File: src/hdl/urd_pkg.sv
// ----------------------------------------------------------------------------
// urd_pkg
// Shared types, register map and codes of the UART register device.
// ----------------------------------------------------------------------------
`default_nettype none

package urd_pkg;

   // sizes
   localparam int REGISTER_WORDS = 32;
   localparam int RX_FIFO_DEPTH  = 16;

   localparam int RW_IDX_W = $clog2(REGISTER_WORDS);
   localparam int PTR_W    = (RX_FIFO_DEPTH > 1) ? $clog2(RX_FIFO_DEPTH) : 1;
   localparam int CNT_W    = $clog2(RX_FIFO_DEPTH + 1);

   // word indexes of the register map
   localparam int IDX_DR  = 0;
   localparam int IDX_RSR = 1;
   localparam int IDX_FR  = 6;
   localparam int IDX_CR  = 12;
   localparam int IDX_ICR = 17;

   // register bits
   localparam logic [31:0] FR_RXE  = 32'h0000_0010;
   localparam logic [31:0] FR_RXF  = 32'h0000_0040;
   localparam logic [31:0] CR_EN   = 32'h0000_0001;
   localparam logic [31:0] CR_TXIE = 32'h0000_0100;
   localparam logic [31:0] CR_RXIE = 32'h0000_0200;
   localparam logic [31:0] ICR_RX  = 32'h0000_0010;
   localparam logic [31:0] ICR_TX  = 32'h0000_0020;

   localparam logic [31:0] FR_RESET  = 32'h0000_0090;
   localparam logic [31:0] READ_ONES = 32'hffff_ffff;

   localparam logic [7:0] WINDOW_RESET = 8'd128;

   // request op codes
   localparam logic [1:0] OP_READ  = 2'd0;
   localparam logic [1:0] OP_WRITE = 2'd1;
   localparam logic [1:0] OP_RX    = 2'd2;

   // interrupt line commands
   localparam logic [1:0] IRQ_NONE = 2'd0;
   localparam logic [1:0] IRQ_SET  = 2'd1;
   localparam logic [1:0] IRQ_CLR  = 2'd2;

   typedef struct packed {
      logic [1:0]  op;
      logic [7:0]  offset;
      logic [31:0] wdata;
      logic [7:0]  rx_byte;
   } req_type;

   typedef struct packed {
      logic [31:0] rdata;
      logic        tx_valid;
      logic [7:0]  tx_byte;
      logic [1:0]  irq_cmd;
      logic        wake;
      logic        rx_dropped;
   } rsp_type;

   // receive fifo control and status
   typedef struct packed {
      logic       push;
      logic       pop;
      logic [7:0] data;
   } fifo_ctl_type;

   typedef struct packed {
      logic [CNT_W-1:0] count;
      logic [7:0]       head;
   } fifo_stat_type;

endpackage

`default_nettype wire

File: src/hdl/urd_csr.sv
// ----------------------------------------------------------------------------
// urd_csr
// Configuration port holding the decode window size.
// ----------------------------------------------------------------------------
`default_nettype none

module urd_csr (
   input  wire logic        clock,
   input  wire logic        reset,
   input  wire logic        psel,
   input  wire logic        penable,
   input  wire logic        pwrite,
   input  wire logic [2:0]  paddr,
   input  wire logic [31:0] pwdata,
   output logic      [31:0] prdata,
   output logic             pready,
   output logic      [7:0]  window_size
);

   logic [7:0] window_ff;
   logic [7:0] window_in;
   logic       wr_hit;

   assign pready = 1'b1;
   assign wr_hit = psel & penable & pwrite & ~paddr[2];

   always_comb begin
      window_in = window_ff;
      if (wr_hit) begin
         window_in = pwdata[7:0];
      end
   end

   always_ff @(posedge clock) begin
      if (reset) begin
         window_ff <= urd_pkg::WINDOW_RESET;
      end else begin
         window_ff <= window_in;
      end
   end

   assign prdata      = paddr[2] ? 32'd0 : {24'd0, window_ff};
   assign window_size = window_ff;

endmodule

`default_nettype wire

File: src/hdl/urd_rx_fifo.sv
// ----------------------------------------------------------------------------
// urd_rx_fifo
// Receive character fifo with occupancy count.
// ----------------------------------------------------------------------------
`default_nettype none

module urd_rx_fifo (
   input  wire logic                   clock,
   input  wire logic                   reset,
   input  wire urd_pkg::fifo_ctl_type  ctl,
   output urd_pkg::fifo_stat_type      stat
);

   logic [7:0]                 fifo_ff [urd_pkg::RX_FIFO_DEPTH];
   logic [urd_pkg::PTR_W-1:0]  wr_ptr_ff, wr_ptr_in;
   logic [urd_pkg::PTR_W-1:0]  rd_ptr_ff, rd_ptr_in;
   logic [urd_pkg::CNT_W-1:0]  count_ff, count_in;

   localparam logic [urd_pkg::PTR_W-1:0] LAST_SLOT =
      urd_pkg::PTR_W'(urd_pkg::RX_FIFO_DEPTH - 1);

   always_comb begin
      wr_ptr_in = wr_ptr_ff;
      rd_ptr_in = rd_ptr_ff;
      count_in  = count_ff;
      if (ctl.push) begin
         wr_ptr_in = (wr_ptr_ff == LAST_SLOT) ? '0 : wr_ptr_ff + 1'b1;
         count_in  = count_ff + 1'b1;
      end else if (ctl.pop) begin
         rd_ptr_in = (rd_ptr_ff == LAST_SLOT) ? '0 : rd_ptr_ff + 1'b1;
         count_in  = count_ff - 1'b1;
      end
   end

   always_ff @(posedge clock) begin
      if (reset) begin
         wr_ptr_ff <= '0;
         rd_ptr_ff <= '0;
         count_ff  <= '0;
      end else begin
         wr_ptr_ff <= wr_ptr_in;
         rd_ptr_ff <= rd_ptr_in;
         count_ff  <= count_in;
      end
   end

   // character storage, no reset
   always_ff @(posedge clock) begin
      if (ctl.push) begin
         fifo_ff[wr_ptr_ff] <= ctl.data;
      end
   end

   assign stat.count = count_ff;
   assign stat.head  = fifo_ff[rd_ptr_ff];

endmodule

`default_nettype wire

File: src/hdl/urd_regfile.sv
// ----------------------------------------------------------------------------
// urd_regfile
// Register words and the per-request decode and update logic.
// ----------------------------------------------------------------------------
`default_nettype none

module urd_regfile (
   input  wire logic                   clock,
   input  wire logic                   reset,
   input  wire logic                   fire,
   input  wire urd_pkg::req_type       req,
   input  wire logic [7:0]             window_size,
   input  wire urd_pkg::fifo_stat_type fifo_stat,
   output urd_pkg::fifo_ctl_type       fifo_ctl,
   output urd_pkg::rsp_type            rsp
);

   localparam logic [urd_pkg::RW_IDX_W-1:0] I_DR  = urd_pkg::RW_IDX_W'(urd_pkg::IDX_DR);
   localparam logic [urd_pkg::RW_IDX_W-1:0] I_RSR = urd_pkg::RW_IDX_W'(urd_pkg::IDX_RSR);
   localparam logic [urd_pkg::RW_IDX_W-1:0] I_FR  = urd_pkg::RW_IDX_W'(urd_pkg::IDX_FR);
   localparam logic [urd_pkg::RW_IDX_W-1:0] I_CR  = urd_pkg::RW_IDX_W'(urd_pkg::IDX_CR);
   localparam logic [urd_pkg::RW_IDX_W-1:0] I_ICR = urd_pkg::RW_IDX_W'(urd_pkg::IDX_ICR);
   localparam logic [urd_pkg::CNT_W-1:0]    FULL_CNT =
      urd_pkg::CNT_W'(urd_pkg::RX_FIFO_DEPTH);

   logic [31:0] regs_ff [urd_pkg::REGISTER_WORDS];
   logic [31:0] regs_in [urd_pkg::REGISTER_WORDS];

   logic [5:0]                  word_idx;
   logic [urd_pkg::RW_IDX_W-1:0] ri;
   logic                        in_window;
   logic [31:0]                 cr;
   logic                        fifo_full;
   logic                        has_data;
   logic                        more_after_pop;
   logic                        full_after_push;
   urd_pkg::rsp_type            rsp_c;
   urd_pkg::fifo_ctl_type       ctl_c;

   assign word_idx  = req.offset[7:2];
   assign ri        = word_idx[urd_pkg::RW_IDX_W-1:0];
   assign in_window = (req.offset < window_size) &&
                      (7'(word_idx) < 7'(urd_pkg::REGISTER_WORDS));
   assign cr        = regs_ff[I_CR];
   assign fifo_full = (fifo_stat.count >= FULL_CNT);
   assign has_data  = (fifo_stat.count != '0);
   // a pop leaves bytes behind when more than one was there
   assign more_after_pop  = (fifo_stat.count > urd_pkg::CNT_W'(1));
   // a push fills the fifo when one slot was left
   assign full_after_push = fifo_full || (fifo_stat.count == FULL_CNT - 1'b1);

   always_comb begin
      regs_in = regs_ff;
      rsp_c   = '0;
      ctl_c   = '0;
      ctl_c.data = req.rx_byte;

      if (req.op == urd_pkg::OP_RX) begin
         if (fifo_full) begin
            rsp_c.rx_dropped = 1'b1;
         end else begin
            ctl_c.push = 1'b1;
         end
         regs_in[I_FR] = regs_ff[I_FR] & ~urd_pkg::FR_RXE;
         if (full_after_push) begin
            regs_in[I_FR] = regs_in[I_FR] | urd_pkg::FR_RXF;
         end
         if (((cr & urd_pkg::CR_RXIE) != '0) && ((cr & urd_pkg::CR_EN) != '0)) begin
            regs_in[I_ICR] = regs_ff[I_ICR] | urd_pkg::ICR_RX;
            rsp_c.irq_cmd  = urd_pkg::IRQ_SET;
            rsp_c.wake     = 1'b1;
         end
      end else if ((req.op == urd_pkg::OP_READ || req.op == urd_pkg::OP_WRITE)
                   && in_window) begin
         if (ri == I_DR) begin
            if ((cr & urd_pkg::CR_EN) == '0) begin
               if (req.op == urd_pkg::OP_READ) begin
                  rsp_c.rdata = urd_pkg::READ_ONES;
               end
            end else if (req.op == urd_pkg::OP_READ) begin
               if (has_data) begin
                  rsp_c.rdata  = {24'd0, fifo_stat.head};
                  ctl_c.pop    = 1'b1;
                  regs_in[I_RSR] = '0;
               end else begin
                  rsp_c.rdata = urd_pkg::READ_ONES;
               end
               if (more_after_pop) begin
                  regs_in[I_FR] = (regs_ff[I_FR] & ~urd_pkg::FR_RXE) | urd_pkg::FR_RXF;
                  if ((cr & urd_pkg::CR_RXIE) != '0) begin
                     regs_in[I_ICR] = regs_ff[I_ICR] | urd_pkg::ICR_RX;
                     rsp_c.irq_cmd  = urd_pkg::IRQ_SET;
                  end
               end else begin
                  regs_in[I_FR] = (regs_ff[I_FR] | urd_pkg::FR_RXE) & ~urd_pkg::FR_RXF;
                  if ((cr & urd_pkg::CR_RXIE) != '0) begin
                     regs_in[I_ICR] = regs_ff[I_ICR] & ~urd_pkg::ICR_RX;
                     rsp_c.irq_cmd  = urd_pkg::IRQ_CLR;
                  end
               end
            end else begin
               rsp_c.tx_valid = 1'b1;
               rsp_c.tx_byte  = req.wdata[7:0];
            end
         end else if (req.op == urd_pkg::OP_READ) begin
            rsp_c.rdata = regs_ff[ri];
         end else if (ri == I_RSR) begin
            regs_in[I_RSR] = '0;
         end else if (ri == I_CR) begin
            if ((req.wdata & urd_pkg::CR_EN) != '0) begin
               if ((req.wdata & urd_pkg::CR_TXIE) != '0) begin
                  regs_in[I_ICR] = regs_in[I_ICR] | urd_pkg::ICR_TX;
                  rsp_c.irq_cmd  = urd_pkg::IRQ_SET;
               end else begin
                  regs_in[I_ICR] = regs_in[I_ICR] & ~urd_pkg::ICR_TX;
                  rsp_c.irq_cmd  = urd_pkg::IRQ_CLR;
               end
               if ((req.wdata & urd_pkg::CR_RXIE) != '0) begin
                  if (has_data) begin
                     regs_in[I_ICR] = regs_in[I_ICR] | urd_pkg::ICR_RX;
                     rsp_c.irq_cmd  = urd_pkg::IRQ_SET;
                  end
               end else begin
                  regs_in[I_ICR] = regs_in[I_ICR] & ~urd_pkg::ICR_RX;
                  rsp_c.irq_cmd  = urd_pkg::IRQ_CLR;
               end
            end else begin
               regs_in[I_ICR] = regs_in[I_ICR] & ~(urd_pkg::ICR_TX | urd_pkg::ICR_RX);
               rsp_c.irq_cmd  = urd_pkg::IRQ_CLR;
            end
            regs_in[I_CR] = req.wdata;
         end else begin
            regs_in[ri] = req.wdata;
         end
      end
   end

   always_ff @(posedge clock) begin
      if (reset) begin
         // all words clear except the flag word
         for (int i = 0; i < urd_pkg::REGISTER_WORDS; i++) begin
            regs_ff[i] <= (i == urd_pkg::IDX_FR) ? urd_pkg::FR_RESET : '0;
         end
      end else if (fire) begin
         regs_ff <= regs_in;
      end
   end

   assign fifo_ctl.push = ctl_c.push & fire;
   assign fifo_ctl.pop  = ctl_c.pop & fire;
   assign fifo_ctl.data = ctl_c.data;
   assign rsp           = rsp_c;

endmodule

`default_nettype wire

File: src/hdl/uart_register_device.sv
// ----------------------------------------------------------------------------
// uart_register_device
// Single-channel UART register block: bus reads and writes plus arrivals of
// received characters, with a receive fifo and interrupt line commands.
// ----------------------------------------------------------------------------
// path: a request accepted into the request register passes the decode and
//   update logic into the response register, and waits while that is held
// throughput: one request per cycle while responses are taken, set by the single
//   decode-and-update pass between the request register and the response register
// reset: synchronous, active high; registers clear (flag word to 0x90), fifo
//   empties, window size returns to 128; usable in the cycle after reset
`default_nettype none

module uart_register_device (
   input  wire logic             clock,
   input  wire logic             reset,
   // request channel
   input  wire logic             req_valid,
   output logic                  req_ready,
   input  wire urd_pkg::req_type req_data,
   // response channel
   output logic                  rsp_valid,
   input  wire logic             rsp_ready,
   output urd_pkg::rsp_type      rsp_data,
   // configuration port
   input  wire logic             psel,
   input  wire logic             penable,
   input  wire logic             pwrite,
   input  wire logic [2:0]       paddr,
   input  wire logic [31:0]      pwdata,
   output logic      [31:0]      prdata,
   output logic                  pready
);

   // request stage
   logic             in_vld_ff, in_vld_in;
   urd_pkg::req_type in_ff, in_in;
   // response stage
   logic             out_vld_ff, out_vld_in;
   urd_pkg::rsp_type out_ff, out_in;

   logic                   advance;
   logic [7:0]             window_size;
   urd_pkg::rsp_type       rsp_next;
   urd_pkg::fifo_ctl_type  fifo_ctl;
   urd_pkg::fifo_stat_type fifo_stat;

   // the held request moves on whenever the response slot is free or draining
   assign advance   = in_vld_ff & (~out_vld_ff | rsp_ready);
   assign req_ready = ~in_vld_ff | advance;

   always_comb begin
      in_vld_in = in_vld_ff;
      in_in     = in_ff;
      if (req_valid && req_ready) begin
         in_vld_in = 1'b1;
         in_in     = req_data;
      end else if (advance) begin
         in_vld_in = 1'b0;
      end
   end

   always_comb begin
      out_vld_in = out_vld_ff;
      out_in     = out_ff;
      if (advance) begin
         out_vld_in = 1'b1;
         out_in     = rsp_next;
      end else if (rsp_ready) begin
         out_vld_in = 1'b0;
      end
   end

   always_ff @(posedge clock) begin
      if (reset) begin
         in_vld_ff  <= 1'b0;
         out_vld_ff <= 1'b0;
      end else begin
         in_vld_ff  <= in_vld_in;
         out_vld_ff <= out_vld_in;
      end
   end

   // payload registers, no reset
   always_ff @(posedge clock) begin
      in_ff  <= in_in;
      out_ff <= out_in;
   end

   assign rsp_valid = out_vld_ff;
   assign rsp_data  = out_ff;

   // window size register
   urd_csr u_csr (
      .clock       (clock),
      .reset       (reset),
      .psel        (psel),
      .penable     (penable),
      .pwrite      (pwrite),
      .paddr       (paddr),
      .pwdata      (pwdata),
      .prdata      (prdata),
      .pready      (pready),
      .window_size (window_size)
   );

   // decode, register words and interrupt handling
   urd_regfile u_regfile (
      .clock       (clock),
      .reset       (reset),
      .fire        (advance),
      .req         (in_ff),
      .window_size (window_size),
      .fifo_stat   (fifo_stat),
      .fifo_ctl    (fifo_ctl),
      .rsp         (rsp_next)
   );

   // receive character fifo
   urd_rx_fifo u_rx_fifo (
      .clock (clock),
      .reset (reset),
      .ctl   (fifo_ctl),
      .stat  (fifo_stat)
   );

endmodule

`default_nettype wire
File: config.mk
export PLATFORM = sky130hd
export DESIGN_NAME = uart_register_device
export DESIGN_NICKNAME = d
export VERILOG_FILES = /design/src/hdl/urd_pkg.sv /design/src/hdl/urd_csr.sv /design/src/hdl/urd_rx_fifo.sv /design/src/hdl/urd_regfile.sv /design/src/hdl/uart_register_device.sv
export SDC_FILE = /design/constraint.sdc
export NUM_CORES = 2
export LEC_CHECK = 0
export BUFFER_PORTS_ARGS = -buffer_cell sky130_fd_sc_hd__buf_2
export CAP_MARGIN = 20
export CORE_ASPECT_RATIO = 1.5
export CORE_UTILIZATION = 35
export CTS_BUF_LIST = sky130_fd_sc_hd__clkbuf_16
export DETAILED_ROUTE_END_ITERATION = 8
export PLACE_DENSITY = 0.57
export SLEW_MARGIN = 30
export SYNTH_ARGS = -nofsm -noshare
export SYNTH_HDL_FRONTEND = slang
export SYNTH_HIERARCHICAL = 1
export SYNTH_SLANG_ARGS = --single-unit
File: constraint.sdc
create_clock -name clock -period 4.15 [get_ports clock]
set_input_delay 0.83 -clock clock [delete_from_list [all_inputs] [get_ports clock]]
set_output_delay 0.83 -clock clock [all_outputs]
set_load 0.01 [all_outputs]
==> results by group <==
Final layout
  – Most frequent cells in the layout: dfxtp_1, nand2_1, nor2_1
  – Commonest non-fill, non-tap cell in the layout: dfxtp_1
  – Layout cells sized above 1: 0.165
  – Final #Nets: 5000
  – Post-Layout Cell Count: 7050
  – Antenna diodes: 0
  – Area grow syn2layout: 12.1%
  – Final core occ: 0.395

Placement
  – Hpwl dp: 98600 µm
  – PortBufs: 120
  – Placer Congestion: 0.801
  – Dpl cells: 6806

Synth
  – Top FF cell, synth: dfxtp_1
  – Synth Area per Inst: 11.0 µm²
  – #FFs+latches synth: 1274
  – Share of flip-flops with an asynchronous set or reset: 0
  – EDFF count, synth: 223
  – Post-Synth XOR/XNOR Area: 0.000643
  – Warnings from Yosys: 6
  – Cell Area, Synth: 54500 µm²
  – Count of cell types in the netlist: 86
  – Combinational family with the most area after synthesis: multiplexers
  – Compound-Gate Fraction of Synth Area: 0.0685
  – Multiplexer area fraction after synthesis: 0.230
  – Post-Synth Simple-Gate Area: 0.135
  – Cells after synthesis: 4964
  – Sequential fraction of the synthesis area: 0.509
  – Post-synthesis adder-cell area fraction: 0.00381

STA
  – Slew HR: 0.335
  – Tcrit/Tclk final: 0.820
  – Peak Freq: 294 MHz
  – Final Skew: 0.0305 ns
  – Setup TNS: 0 ns
  – Tmin final: 3.40 ns
  – Final Hold Viols: 0
  – RSZ-0062 raised after global routing: no
  – # setup viols final: 0
  – Least-Margin Pin Slew: 0.997 ns
  – Slew Viols, Final: 0

Worst setup path
  – Startpoint types: register
  – R2r setup slk: 0.75 ns
  – CP Launch Point: in_ff[47]$_DFFE_PP_
  – WS Path Type: reg -> reg
  – Peak fanout along the critical path: 6
  – Worst EP required: 4.82 ns
  – Critical R2R Launch: in_ff[47]$_DFFE_PP_
  – Arrival time at the worst endpoint: 4.07 ns
  – Critical path endpoint category: register

Clocking
  – CTS root buf: clkbuf_16
  – # resized after CTS: 0
  – Clock tree sinks: 1274
  – H-tree levels: 4
  – Clock slew at reported path FFs: 0.07 ns
  – CTS tree: done
  – Worst-Skew Late Latency: 0.79 ns
  – Setup bufs post-CTS: 0
  – TritonCTS buffer count: 132
  – Deepest clock path buffer count: 3
  – Hold buffer count at cts: 0

Floorplanning
  – Site row count: 177
  – Total Die Area: 157000 µm²
  – Core Box Area: 155000 µm²
  – Die width: 324 µm
  – Die height: 485 µm
  – Ports: 172
  – Initial Utilization: 0.352

Status
  – Status: completed

Power and ir drop
  – Peak VDD IR: 0.374 mV
  – Pwr Density: 414 nW/µm²
  – P_leak: 24.9 nW
  – Power, Total: 0.0253 W

GRT
  – First-pass GRT wire length: 242000 µm
  – GRT Util Overall: 0.206
  – Total grt overflow: 0
  – Initial antenna violation count: 8
  – Largest net degree at the start of global routing: 236
  – Vias in the first global route: 37063

Route
  – DR iter-0 viols: 3462
  – Via density: 5.37
  – WL final: 164000 µm
  – DR pass1 iterations: 6
  – Vias: 37868
  – Residual DRC: 0
  – Post-DR wirelength/cell: 23.3 µm
  – Antenna-violating nets left: 0

Hold path
  – Hold path startpoint: req_data[25]
  – Worst min path class: in -> reg

Run
  – Max-cap violations: 0
## worst max-delay path, cell delays in order, from the launching register on
cell      delay [ns]
edfxtp_1        0.45
ha_1            0.37
a2111o_1        0.59
nor2_2          0.29
buf_4           0.25
nand2_1         0.17
nor3_1          0.41
nor2b_1         0.33
a31oi_1         0.14
mux2_2          0.28
## report_power, final
part / internal (W) / switching [W]
Combinational: 0.000331 / 0.000811
Clock: 0.00631 / 0.00514
Sequential: 0.0126 / 0.0000834
Total: 0.0193 / 0.00603
## worst paths after layout
path                                    endpoint  depth (start not counted)
max           u_rx_fifo/count_ff[4]$_SDFFE_PP0P_                          9
min                          in_ff[25]$_DFFE_PP_                          1
max reg2reg   u_rx_fifo/count_ff[4]$_SDFFE_PP0P_                          9
min reg2reg  u_regfile/regs_ff[800]$_SDFFE_PP0P_                          2
## state kept, by name (all words and copies together) (netlist names), named ones only
name,flops
u_regfile/regs_ff,992
rsp_valid,1
in_vld_ff,1
u_rx_fifo/wr_ptr_ff,4
in_ff,50
u_rx_fifo/fifo_ff,128
u_csr/window_size,8
rsp_data,45
u_rx_fifo/count_ff,5
u_regfile/cr,32
u_rx_fifo/rd_ptr_ff,4
## metal layers
layer	global-route usage	part of all wire	up-vias
li1	-	-	17282
met1	0.261	0.41	18877
met2	0.347	0.49	1350
met3	0.0333	0.059	355
met4	0.0872	0.043	4
met5	0	0.00016	-
## synthesized netlist by cell type (6+ instances only)
library cell | instances | area (µm²)
dfxtp_1 | 1051 | 21000
nand2_1 | 712 | 2670
nor2_1 | 607 | 2280
mux2i_1 | 591 | 5920
a21oi_1 | 378 | 1890
mux4_2 | 276 | 6220
clkbuf_1 | 242 | 908
edfxtp_1 | 223 | 6700
buf_2 | 129 | 646
a22oi_1 | 119 | 893
and2_1 | 61 | 382
buf_6 | 57 | 642
buf_4 | 50 | 375
nand3_1 | 45 | 225
nor2b_1 | 40 | 250
o21ai_0 | 39 | 195
a22o_1 | 31 | 272
nor3_1 | 28 | 140
and4_1 | 25 | 219
nand2b_1 | 19 | 119
nand3_4 | 18 | 315
and3_1 | 15 | 93.8
ha_1 | 15 | 188
inv_1 | 15 | 56.3
nor3_2 | 15 | 150
mux4_1 | 14 | 368
buf_8 | 11 | 165
nand3b_1 | 10 | 75.1
and2b_2 | 8 | 70.1
buf_1 | 8 | 30.0
o21ai_1 | 8 | 40.0
nand4_1 | 6 | 37.5
## layout make-up
class | instances | area, µm²
sequential | 1274 | 27700
tap | 2058 | 2570
multi-input combinational | 3193 | 24100
fill | 14827 | 93700
clock buffer | 136 | 3400
inverter | 15 | 56.3
timing repair buffer | 276 | 2500
clock inverter | 98 | 723
## metrics by stage
| step | worst slack (ns) | area [µm²] | hold WS, ns |
|---|---|---|---|
| after floorplan | 0.462 | 54600 | 0.424 |
| after global placement | 0.642 | 56600 | 0.435 |
| after detailed placement | 0.635 | 56800 | 0.440 |
| after CTS | 0.736 | 60900 | 0.166 |
| after global routing | 0.589 | 61100 | 0.188 |
| final | 0.749 | 61100 | 0.218 |
## cells by family (layout without fill, tap and decap cells)
logic type	Yosys count	after routing
adders and majority gates	16	16
muxes	886	886
xor gates and xnor gates	4	4
DFF	1274	1274
buffers and inverters	520	525
AOI/OAI and AO/OA	620	620
other	2	25
and+or+nand+nor	1642	1642
Note: power is estimated with default switching activity, not from simulation.
